File: src/rtl/nfa_word_acceptor_top_defines.svh
// ----------------------------------------------------------------------------
// Assertion macros shared by the NFA word acceptor
// ----------------------------------------------------------------------------
`ifndef NFA_WORD_ACCEPTOR_TOP_DEFINES_SVH
`define NFA_WORD_ACCEPTOR_TOP_DEFINES_SVH

// same-cycle implication
`define NFA_ASSERT_IMP(label, clk, rst_n, ante, cons, msg) \
    label: assert property (@(posedge clk) disable iff (!rst_n) (ante) |-> (cons)) \
        else $error(msg);

// next-cycle implication
`define NFA_ASSERT_NXT(label, clk, rst_n, ante, cons, msg) \
    label: assert property (@(posedge clk) disable iff (!rst_n) (ante) |=> (cons)) \
        else $error(msg);

`endif

File: src/rtl/nfa_pkg.sv
`timescale 1ns / 1ps
// ----------------------------------------------------------------------------
// nfa_pkg
// Shared types, codes and defaults of the NFA word acceptor.
// ----------------------------------------------------------------------------
package nfa_pkg;

    localparam int MAX_STATES_DEF    = 16;
    localparam int ALPHABET_SIZE_DEF = 26;

    localparam int CFG_IDX_W  = 2;
    localparam int CFG_DATA_W = 5;

    localparam logic [CFG_IDX_W-1:0] CFG_NUM_STATES  = 2'd0;
    localparam logic [CFG_IDX_W-1:0] CFG_START_STATE = 2'd1;

    localparam logic [1:0] OP_ADD   = 2'd0;
    localparam logic [1:0] OP_FINAL = 2'd1;
    localparam logic [1:0] OP_START = 2'd2;
    localparam logic [1:0] OP_FEED  = 2'd3;

    typedef struct packed {
        logic [1:0] op;
        logic [3:0] from_state;
        logic [3:0] to_state;
        logic [4:0] symbol;
    } in_word_t;

    typedef struct packed {
        logic        accepted;
        logic [15:0] active_set;
    } out_word_t;

    typedef struct packed {
        logic clr_step;
        logic capture;
        logic add_wr;
        logic final_set;
        logic start_load;
        logic feed_init;
        logic feed_step;
        logic feed_commit;
        logic feed_empty;
        logic result_load;
    } nfa_cmd_t;

    typedef struct packed {
        logic       clr_last;
        logic       feed_last;
        logic       out_free;
        logic       add_ok;
        logic       sym_ok;
        logic [1:0] op;
    } nfa_stat_t;

endpackage

File: src/rtl/nfa_ctrl.sv
`timescale 1ns / 1ps
// ----------------------------------------------------------------------------
// nfa_ctrl
// Sequencer: table clear after reset, word decode, table update and the
// per-state walk of a fed letter.
// ----------------------------------------------------------------------------
module nfa_ctrl
    import nfa_pkg::*;
(
    input  logic      clk,
    input  logic      rst_n,
    input  logic      item_valid,
    output logic      item_stall,
    input  nfa_stat_t stat,
    output nfa_cmd_t  cmd
);

    localparam logic [2:0] ST_CLEAR     = 3'd0;
    localparam logic [2:0] ST_IDLE      = 3'd1;
    localparam logic [2:0] ST_DECODE    = 3'd2;
    localparam logic [2:0] ST_ADD_WR    = 3'd3;
    localparam logic [2:0] ST_FEED      = 3'd4;
    localparam logic [2:0] ST_FEED_TAIL = 3'd5;
    localparam logic [2:0] ST_FINISH    = 3'd6;

    logic [2:0] state_reg;
    logic [2:0] state_next;

    assign item_stall = (state_reg != ST_IDLE);

    always_comb
    begin
        cmd        = '0;
        state_next = state_reg;
        case (state_reg)
            ST_CLEAR:
            begin
                cmd.clr_step = 1'b1;
                if (stat.clr_last)
                begin
                    state_next = ST_IDLE;
                end
            end
            ST_IDLE:
            begin
                if (item_valid)
                begin
                    cmd.capture = 1'b1;
                    state_next  = ST_DECODE;
                end
            end
            ST_DECODE:
            begin
                case (stat.op)
                    OP_ADD:
                    begin
                        // table read is issued here; a valid add merges and writes next cycle
                        state_next = stat.add_ok ? ST_ADD_WR : ST_FINISH;
                    end
                    OP_FINAL:
                    begin
                        cmd.final_set = 1'b1;
                        state_next    = ST_FINISH;
                    end
                    OP_START:
                    begin
                        cmd.start_load = 1'b1;
                        state_next     = ST_FINISH;
                    end
                    OP_FEED:
                    begin
                        if (stat.sym_ok)
                        begin
                            cmd.feed_init = 1'b1;
                            state_next    = ST_FEED;
                        end
                        else
                        begin
                            cmd.feed_empty = 1'b1;
                            state_next     = ST_FINISH;
                        end
                    end
                    default:
                    begin
                        state_next = ST_FINISH;
                    end
                endcase
            end
            ST_ADD_WR:
            begin
                cmd.add_wr = 1'b1;
                state_next = ST_FINISH;
            end
            ST_FEED:
            begin
                cmd.feed_step = 1'b1;
                if (stat.feed_last)
                begin
                    state_next = ST_FEED_TAIL;
                end
            end
            ST_FEED_TAIL:
            begin
                cmd.feed_commit = 1'b1;
                state_next      = ST_FINISH;
            end
            ST_FINISH:
            begin
                if (stat.out_free)
                begin
                    cmd.result_load = 1'b1;
                    state_next      = ST_IDLE;
                end
            end
            default:
            begin
                state_next = ST_IDLE;
            end
        endcase
    end

    always_ff @(posedge clk or negedge rst_n)
    begin
        if (!rst_n)
        begin
            state_reg <= ST_CLEAR;
        end
        else
        begin
            state_reg <= state_next;
        end
    end

endmodule

File: config.mk
export PLATFORM = sky130hd
export DESIGN_NAME = nfa_ctrl
export DESIGN_NICKNAME = d
export VERILOG_FILES = /design/src/rtl/nfa_word_acceptor_top_defines.svh /design/src/rtl/nfa_pkg.sv /design/src/rtl/nfa_ctrl.sv
export SDC_FILE = /design/constraint.sdc
export NUM_CORES = 1
export LEC_CHECK = 0
export BUFFER_PORTS_ARGS = -buffer_cell sky130_fd_sc_hd__buf_2
export CAP_MARGIN = 10
export CORE_AREA = 2 2 39 41
export CTS_BUF_LIST = sky130_fd_sc_hd__clkbuf_4
export DETAILED_ROUTE_END_ITERATION = 7
export DIE_AREA = 0 0 41 43
export GPL_ROUTABILITY_DRIVEN = 0
export PLACE_DENSITY_LB_ADDON = 0.2
export SLEW_MARGIN = 0
export SYNTH_ARGS = -nofsm -noshare
export SYNTH_HDL_FRONTEND = slang
export SYNTH_SLANG_ARGS = --single-unit
export TNS_END_PERCENT = 50
File: constraint.sdc
create_clock -name clk -period 2.1 [get_ports clk]
set_input_delay 0 -clock clk [delete_from_list [all_inputs] [get_ports clk]]
set_output_delay 0 -clock clk [all_outputs]
set_load 0.02 [all_outputs]
==> flow_metrics.py, run 1 <==
metrics = {
    "sta": {
        "relSlewSlack_pct": 71.1,
        "finalHoldViolCount": 0,
        "fin_hold_ws_ns": 0.0946,
        "setup_slack_ns": 0.710,
        "tightest_slew_ns": 0.433,
        "period_needed_ns": 1.39,
        "setup_viol": 0,
        "grt_setup_unrepaired": "false",
        "slew_viol_final": 0,
        "timing.fmax_ghz": 0.719,
        "clock-skew-final_ns": 0.000980,
        "min_period_over_period_pct": 66.2,
        "setup_tns_ns": 0,
    },
    "critical_path": {
        "critPathKind": "reg -> out",
        "critical_path.max_fanout": 17,
        "cp-start-kind": "flip-flop",
        "crit_arrival_ns": 1.39,
        "end_kind": "output pin",
        "required_ns": 2.10,
    },
    "synth": {
        "synth_edf_count": 0,
        "yosysSeqAreaShare_pct": 20.6,
        "synth_fp_nets": 60,
        "synth_cell_type_count": 25,
        "yosysWarningCount": 0,
        "syn_avg_cell_area_um2": 7.92,
        "yosys.area.top_type": "dfrtp_1",
        "syn_area_um2": 364,
        "synth_top_area_share_pct": 20.6,
        "async_reset_ff_share_pct": 100,
        "synth_flop_cell": "dfrtp_1",
        "ys_ff_latch": 3,
        "synth_cells": 46,
        "yosys-top-cells-count": "ha_1, inv_1, nor2_1",
        "ys_top_cells_by_area": "dfrtp_1, ha_1, a21oi_1",
    },
    "cells_and_area": {
        "multi_input_area_um2": 245,
        "n_antenna_cell": 0,
        "final_area_um2": 495,
        "layout-drive-gt1-share_pct": 38.8,
        "utilization_pct": 35.8,
        "fillers": 166,
        "seq_area_um2": 75.1,
        "nNetsFinal": 82,
        "largest_reg_flops": 3,
        "area_delta_synth_final_pct": 36.1,
    },
    "clock_network": {
        "clkTransAtPathRegs_ns": 0.04,
        "cts_made_buffers": 3,
        "cts_setup_buffers": 0,
        "cts_root_buf": "clkbuf_4",
        "post_cts_resized": 0,
        "cts_buffer_depth": 2,
        "ctsHoldBuffers": 1,
        "tritoncts": "done",
        "insertion_delay_ns": 0.23,
        "numClockSinks": 3,
        "htreeDepth": 1,
    },
    "drt": {
        "first_pass_iters": 4,
        "vias": 401,
        "via_per_inst": 4.83,
        "ant_nets": 0,
        "totalWireLength_um": 876,
        "wl_per_cell_um": 10.6,
        "drc_errors": 0,
        "drtIter0Drc": 20,
    },
    "grt": {
        "antenna_found_initial": 0,
        "grt_pass1_vias": 371,
        "grt_max_degree": 18,
        "grt_pass1_wl_um": 1430,
        "gr-total-overflow": 0,
        "grt_util_all_layers_pct": 12.2,
    },
    "die": {
        "coreArea_um2": 1380,
        "ioPinCount": 21,
        "die_h_um": 43,
        "initial_utilization_pct": 26.3,
        "die_x_um": 41,
        "fp-row-count": 14,
        "fp.dieArea_um2": 1760,
    },
    "placement": {
        "port_buffers": 20,
        "place_hpwl_um": 668,
        "dpl-instance-area_um2": 455,
        "dp_slack_ns": 0.864,
    },
    "outcome": {
        "status": "complete, no violations",
    },
    "run": {
        "cap_violations": 0,
    },
    "pwr": {
        "powerDensity_nw_per_um2": 1250,
        "peakVddDrop_uv": 385,
        "p_leak_nw": 0.281,
    },
    "min_path": {
        "hold_path.class": "in -> async",
    },
}
-- path summary, 6_finish.rpt --
check,from,to,slack [ns],depth (start not counted)
max,state_reg[1],cmd[8],0.71,4
max in group asynchronous,rst_n,state_reg[0],1.90,2
min reg2reg,state_reg[2],state_reg[2],0.71,2
min,rst_n,state_reg[1],0.09,2
max reg2reg,state_reg[1],state_reg[1],0.86,3
min in group clk,stat[4],state_reg[2],0.12,4
-- worst max-delay path, stage by stage, from the launching register on --
cell,delay [ns]
dfrtp_1,0.52
and2b_4,0.33
nand2b_1,0.06
nor2_1,0.08
buf_2,0.16
-- through the flow --
stage                     cells  total power, mW
after floorplan              46            0.454
after global placement       78            0.506
after CTS                    83            0.628
after global routing         83            0.691
final                        83            0.620
after detailed placement     78            0.507
-- cells by family (layout without fill, tap and decap cells) --
group                    Yosys count  count (layout)  share of synthesized area (%)
flip-flops                         3               3                           20.6
AO/OA/AOI/OAI                     11              11                           20.3
multiplexers                       1               1                           2.75
adder cells (fa/ha/maj)            4               4                           13.7
AND/OR/NAND/NOR                   19              19                           30.6
buffers and inverters              8              29                           12.0
-- cell usage in the layout (no fill, tap or decap) --
| cell | n |
|---|---|
| a2111oi_2 | 1 |
| a21o_1 | 1 |
| a21oi_1 | 3 |
| a2bb2oi_1 | 1 |
| and2_1 | 1 |
| and2b_4 | 1 |
| and3_1 | 2 |
| and3b_1 | 1 |
| and4b_1 | 1 |
| buf_2 | 20 |
| clkbuf_4 | 4 |
| dfrtp_1 | 3 |
| dlygate4sd3_1 | 1 |
| ha_1 | 4 |
| inv_1 | 4 |
| mux2i_1 | 1 |
| nand2_1 | 2 |
| nand2b_1 | 1 |
| nand3_1 | 1 |
| nor2_1 | 4 |
| nor3_1 | 3 |
| nor3b_1 | 2 |
| o21ai_0 | 3 |
| o21ai_1 | 1 |
| o31ai_1 | 1 |
-- report_power, final --
part           total [mW]  internal [mW]  switching, mW
Clock               0.114         0.0841         0.0296
Combinational       0.315          0.155          0.159
Sequential          0.192         0.0876          0.105
Total               0.620          0.327          0.293
-- area by class of cell --
cell class | count | share of cell area (%)
timing repair buffer | 21 | 22.2
tap | 16 | 4.04
clock buffer | 4 | 6.06
inverter | 4 | 3.03
sequential | 3 | 15.2
multi-input combinational | 35 | 49.5
-- metal layers --
metal / vias to the layer above / wire length (um) / track usage, %
li1: 201 / - / -
met5: - / 0 / 0
met1: 184 / 396 / 15.3
met3: 2 / 46 / 3.14
met4: 0 / 14 / 10.0
met2: 14 / 418 / 16.6
Note: power is estimated with default switching activity, not from simulation.
==> run 2: changes to the inputs <==
- ABC_AREA: unset -> 1
- clock period: 2.1 -> 1.15 ns (I/O delays scaled with it)
==> run 2 against run 1 <==
Critical path type unchanged; clock power is 85% higher; wire length increased by 23%; cell area increased by 54%; synthesized cell count increased by 52%; the flow now finishes with violations (setup timing); combinational power rose to 4.3 times the previous value; total power rose to 3.0 times the previous value; non-clock buffer count is 5 higher; sequential power is 51% higher; critical path depth unchanged; largest power group unchanged.
==> flow_metrics.py, run 2 <==
metrics = {
    "outcome": {
        "status": "complete, but fails checks",
        "violations": "setup timing",
    },
    "synth": {
        "synth_fa_ha_area_share_pct": 10.1,
        "yosys-mux-area-fraction_pct": 0,
        "synth_compound_area_share_pct": 3.04,
        "synth_top_family_by_area": "simple AND/OR/NAND/NOR gates",
        "synth_top_area_share_pct": 15.2,
        "synth_cells": 70,
        "synth_xor_area_share_pct": 0,
        "yosys.area.top_type": "dfrtp_1",
        "yosys-top-cells-count": "nand2_1, inv_1, nand3_1, nor2_1, ha_1",
        "yosysMostFrequentCell": "nand2_1",
        "synth_cell_type_count": 21,
        "async_reset_ff_share_pct": 100,
        "synth_flop_cell": "dfrtp_1",
        "synth-simple-area-share_pct": 52.2,
        "yosysSeqAreaShare_pct": 15.2,
        "synth_fp_nets": 84,
        "syn_area_um2": 494,
        "ys_top_cells_by_area": "dfrtp_1, nand2_1, ha_1",
        "ys_ff_latch": 3,
        "yosysWarningCount": 0,
        "synth_edf_count": 0,
        "syn_avg_cell_area_um2": 7.06,
    },
    "die": {
        "fp-row-count": 14,
        "initial_utilization_pct": 35.7,
        "coreArea_um2": 1380,
        "fp.dieArea_um2": 1760,
        "die_x_um": 41,
        "die_h_um": 43,
        "ioPinCount": 21,
    },
    "cells_and_area": {
        "multi_input_area_um2": 367,
        "largest_reg_flops": 3,
        "n_antenna_cell": 0,
        "utilization_pct": 55.2,
        "nNetsFinal": 112,
        "layout_commonest_cell": "inv_1",
        "area_delta_synth_final_pct": 54.7,
        "fin_cells": 113,
        "mostFrequentLayoutCells": "inv_1, nand2_1, buf_2, buf_4, buf_6",
        "layout-drive-gt1-share_pct": 57.7,
        "final_area_um2": 764,
        "fillers": 136,
        "seq_area_um2": 77.6,
    },
    "grt": {
        "grt_pass1_vias": 459,
        "gr-total-overflow": 0,
        "grt_max_degree": 11,
        "grt_pass1_wl_um": 1730,
        "grt_util_all_layers_pct": 13.9,
        "antenna_found_initial": 0,
    },
    "sta": {
        "fin_hold_ws_ns": 0.0725,
        "timing.fmax_ghz": 0.832,
        "setup_tns_ns": -0.307,
        "tightest_slew_ns": 0.232,
        "relSlewSlack_pct": 84.5,
        "setup_slack_ns": -0.0512,
        "period_needed_ns": 1.20,
        "grt_setup_unrepaired": "true",
        "min_period_over_period_pct": 104,
        "setup_viol": 11,
        "clock-skew-final_ns": 0.00475,
        "slew_viol_final": 0,
        "finalHoldViolCount": 0,
    },
    "drt": {
        "first_pass_iters": 3,
        "wl_per_cell_um": 9.55,
        "drtIter0Drc": 6,
        "totalWireLength_um": 1080,
        "drc_errors": 0,
        "ant_nets": 0,
        "via_per_inst": 4.52,
        "vias": 511,
    },
    "critical_path": {
        "crit_arrival_ns": 1.20,
        "end_kind": "output pin",
        "slowest_delay_ns": 0.49,
        "crit_family": "flip-flops",
        "cp_slowest_cell": "dfrtp_2",
        "cp-start-kind": "flip-flop",
        "critPathBufInv": 1,
        "path_cells": "nor2_8 -> nand2_4 -> nor2_1 -> buf_4",
        "critical_path.max_fanout": 6,
        "critPathKind": "reg -> out",
        "required_ns": 1.15,
    },
    "pwr": {
        "powerDensity_nw_per_um2": 2420,
        "power.total_mw": 1.85,
        "p_leak_nw": 0.425,
        "peakVddDrop_uv": 746,
    },
    "clock_network": {
        "tritoncts": "done",
        "cts_buffer_depth": 2,
        "htreeDepth": 1,
        "clkTransAtPathRegs_ns": 0.04,
        "numClockSinks": 3,
        "cts_root_buf": "clkbuf_4",
        "insertion_delay_ns": 0.23,
        "cts_made_buffers": 3,
    },
    "placement": {
        "dp_slack_ns": -0.0291,
        "dp_cells": 106,
        "port_buffers": 20,
        "dpl-instance-area_um2": 616,
        "place_hpwl_um": 797,
    },
    "min_path": {
        "hold_path.class": "in -> reg",
    },
    "run": {
        "cap_violations": 0,
    },
}
[run 2: cell count changes after synthesis, sizes merged, moves of 2 or more]
cell   before  now
nand3       1    9
inv         4   16
nor3b       2    0
o21ai       4    1
nor2        4   10
nand2       2   18
[run 2: path summary, 6_finish.rpt]
check | start | endpoint | slack [ns] | cells past startpoint
min in group asynchronous | rst_n | state_reg[0] | 0.08 | 2
max in group asynchronous | rst_n | state_reg[1] | 0.95 | 2
min | item_valid | state_reg[0] | 0.07 | 4
max reg2reg | state_reg[0] | state_reg[1] | -0.03 | 7
max | state_reg[0] | cmd[5] | -0.05 | 4
min reg2reg | state_reg[2] | state_reg[2] | 0.67 | 3
[run 2: what timing repair did]
item	4_1_cts	5_1_grt
hold buffers	1	0
gates resized for setup	18	12
setup buffers	2	0
endpoints found under the setup margin	14	14
pin swaps	2	1
hold endpoints to repair	3	0
[run 2: worst min-delay path, stage by stage]
cell	delay [ns]
buf_2	0.07
inv_1	0.06
nand3_2	0.09
nand2_1	0.05
[run 2: final cells by class]
class / count / share of cell area [%]
clock buffer: 4 / 3.93
sequential: 3 / 10.1
timing repair buffer: 26 / 26.8
multi-input combinational: 48 / 48.0
inverter: 16 / 8.51
tap: 16 / 2.62
[run 2: kinds of logic after synthesis]
kind of cell	count (synthesis)
and+or+nand+nor	41
buffers and inverters	19
adders and majority gates	4
AOI/OAI and AO/OA	3
DFF	3
[run 2: layer usage]
layer	vias to the layer above	GRT usage [%]	wire [um]
met5	-	0	0
met1	228	17.4	423
met2	12	22.5	602
li1	269	-	-
met3	2	0	31
met4	0	8.00	21
[run 2: power by group]
| group | total (mW) | internal [mW] | switching [mW] |
|---|---|---|---|
| Sequential | 0.289 | 0.167 | 0.121 |
| Combinational | 1.35 | 0.601 | 0.749 |
| Clock | 0.211 | 0.154 | 0.0572 |
| Total | 1.85 | 0.922 | 0.927 |
==> run 3: changes to the inputs <==
- clock period: 1.15 -> 1.5 ns (I/O delays scaled with it)
==> run 3 against run 2 <==
Flip-flop and latch count did not move; worst setup slack gained 0.24 ns; the flow now finishes without violations; cell area shrank 19%; worst hold slack worse by 0.0037 ns.
==> flow_metrics.py, run 3 (synthesized netlist as in run 2, its figures left out) <==
metrics = {
    "outcome": {
        "status": "complete, no violations",
    },
    "sta": {
        "timing.fmax_ghz": 0.760,
        "clock-skew-final_ns": 0.00310,
        "period_needed_ns": 1.32,
        "grt_setup_unrepaired": "false",
        "setup_tns_ns": 0,
        "slew_viol_final": 0,
        "min_period_over_period_pct": 87.7,
        "finalHoldViolCount": 0,
        "tightest_slew_ns": 0.432,
        "setup_viol": 0,
        "relSlewSlack_pct": 71.2,
    },
    "min_path": {
        "hp-start": "item_valid",
        "min_path_cells": 4,
        "hold_path.class": "in -> reg",
        "worst_hold_path.endpoint": "state_reg[0]",
    },
    "pwr": {
        "p_leak_nw": 0.383,
        "powerDensity_nw_per_um2": 1780,
        "switching_share_pct": 54.7,
        "p_int_mw": 0.502,
        "p_switching_mw": 0.607,
        "peakVddDrop_uv": 690,
        "p_seq_share_pct": 25.3,
        "clkPwrFrac_pct": 14.3,
        "comb_power_share_pct": 60.4,
    },
    "die": {
        "fp-row-count": 14,
        "coreArea_um2": 1380,
        "die_x_um": 41,
        "initial_utilization_pct": 35.7,
        "die_h_um": 43,
        "fp.dieArea_um2": 1760,
        "ioPinCount": 21,
    },
    "grt": {
        "grt_max_degree": 11,
        "gr-total-overflow": 0,
        "grt_pass1_vias": 425,
        "grt_pass1_wl_um": 1540,
        "grt_util_all_layers_pct": 12.3,
        "antenna_found_initial": 0,
    },
    "critical_path": {
        "critical_path.max_fanout": 10,
        "r2r-end": "state_reg[1]",
        "crit_arrival_ns": 1.32,
        "worstReg2RegStart": "state_reg[0]",
        "ff2ff_setup_slack_ns": 0.28,
        "cp-start-kind": "flip-flop",
        "critPathKind": "reg -> out",
        "reg2regPathDepth": 7,
        "required_ns": 1.50,
        "end_kind": "output pin",
    },
    "drt": {
        "via_per_inst": 4.49,
        "drc_errors": 0,
        "totalWireLength_um": 957,
        "vias": 485,
        "ant_nets": 0,
        "wl_per_cell_um": 8.86,
        "first_pass_iters": 4,
        "drtIter0Drc": 3,
    },
    "clock_network": {
        "numClockSinks": 3,
        "htreeDepth": 1,
        "cts_root_buf": "clkbuf_4",
        "insertion_delay_ns": 0.23,
        "cts_buffer_depth": 2,
        "tritoncts": "done",
        "cts_made_buffers": 3,
        "clkTransAtPathRegs_ns": 0.04,
    },
    "cells_and_area": {
        "nNetsFinal": 107,
        "area_delta_synth_final_pct": 25.8,
        "largest_reg_flops": 3,
        "layout-drive-gt1-share_pct": 45.7,
        "layout_commonest_cell": "buf_2",
        "fillers": 159,
        "n_antenna_cell": 0,
        "mostFrequentLayoutCells": "buf_2, nand2_1, inv_1, nor2_1, nand3_1",
        "utilization_pct": 44.9,
        "final_area_um2": 622,
    },
    "placement": {
        "place_hpwl_um": 811,
        "dpl-instance-area_um2": 581,
        "port_buffers": 20,
    },
    "run": {
        "cap_violations": 0,
    },
}
-- run 3: changes by cell type in the layout (fill, tap and decap cells not counted), sizes merged --
cell  before  now
buf       25   20
-- run 3: layout make-up --
type	instances	area, um^2	area share [%]
multi-input cells	48	323	51.9
well taps	16	20.0	3.22
inverters	16	62.6	10.1
flip-flops and latches	3	76.3	12.3
repair buffers	21	110	17.7
clock buffers	4	30.0	4.83
-- run 3: repair_timing --
| action | CTS | global route |
|---|---|---|
| endpoints found under the hold margin | 3 | 0 |
| resized for setup | 0 | 1 |
| hold buffers | 1 | 0 |
| setup buffers | 0 | 0 |
| setup endpoints to repair | 0 | 3 |
-- run 3: how the worst max path moves through the flow --
stage	startpoint	endpoint	slack [ns]
floorplan	state_reg[2]	cmd[8]	0.40
global placement	state_reg[2]	state_reg[1]	0.18
detailed placement	state_reg[2]	state_reg[1]	0.17
CTS	state_reg[2]	cmd[4]	0.06
global route	state_reg[0]	cmd[6]	0.07
finish	state_reg[1]	cmd[2]	0.18
-- run 3: power groups by stage --
stage	logic (mW)	registers (mW)	clock network, mW
4_1_cts	0.681	0.280	0.161
5_1_grt	0.750	0.292	0.166
2_1_floorplan	0.736	0.138	0
3_5_place_dp	0.677	0.282	0
6_report	0.670	0.281	0.158
3_3_place_gp	0.668	0.283	0
-- run 3: critical path: stages, from the launching register on --
cell and delay, ns:
dfrtp_1 0.57, inv_2 0.16, and3_2 0.20, buf_2 0.15
-- run 3: stage by stage --
step	setup WS (ns)	cells	power [mW]	hold slack (ns)
5_1_grt	0.0671	108	1.21	0.101
4_1_cts	0.0598	108	1.12	0.0668
3_5_place_dp	0.172	103	0.959	-0.202
2_1_floorplan	0.402	70	0.874	-0.296
6_report	0.184	108	1.11	0.0688
3_3_place_gp	0.180	103	0.950	-0.203
-- run 3: layer usage --
layer	share of wire [%]	GRT usage (%)	vias to the layer above
li1	-	-	255
met1	40	13.5	220
met2	55	23.4	10
met3	4.8	0	0
met4	0	4.00	0
met5	0	0	-
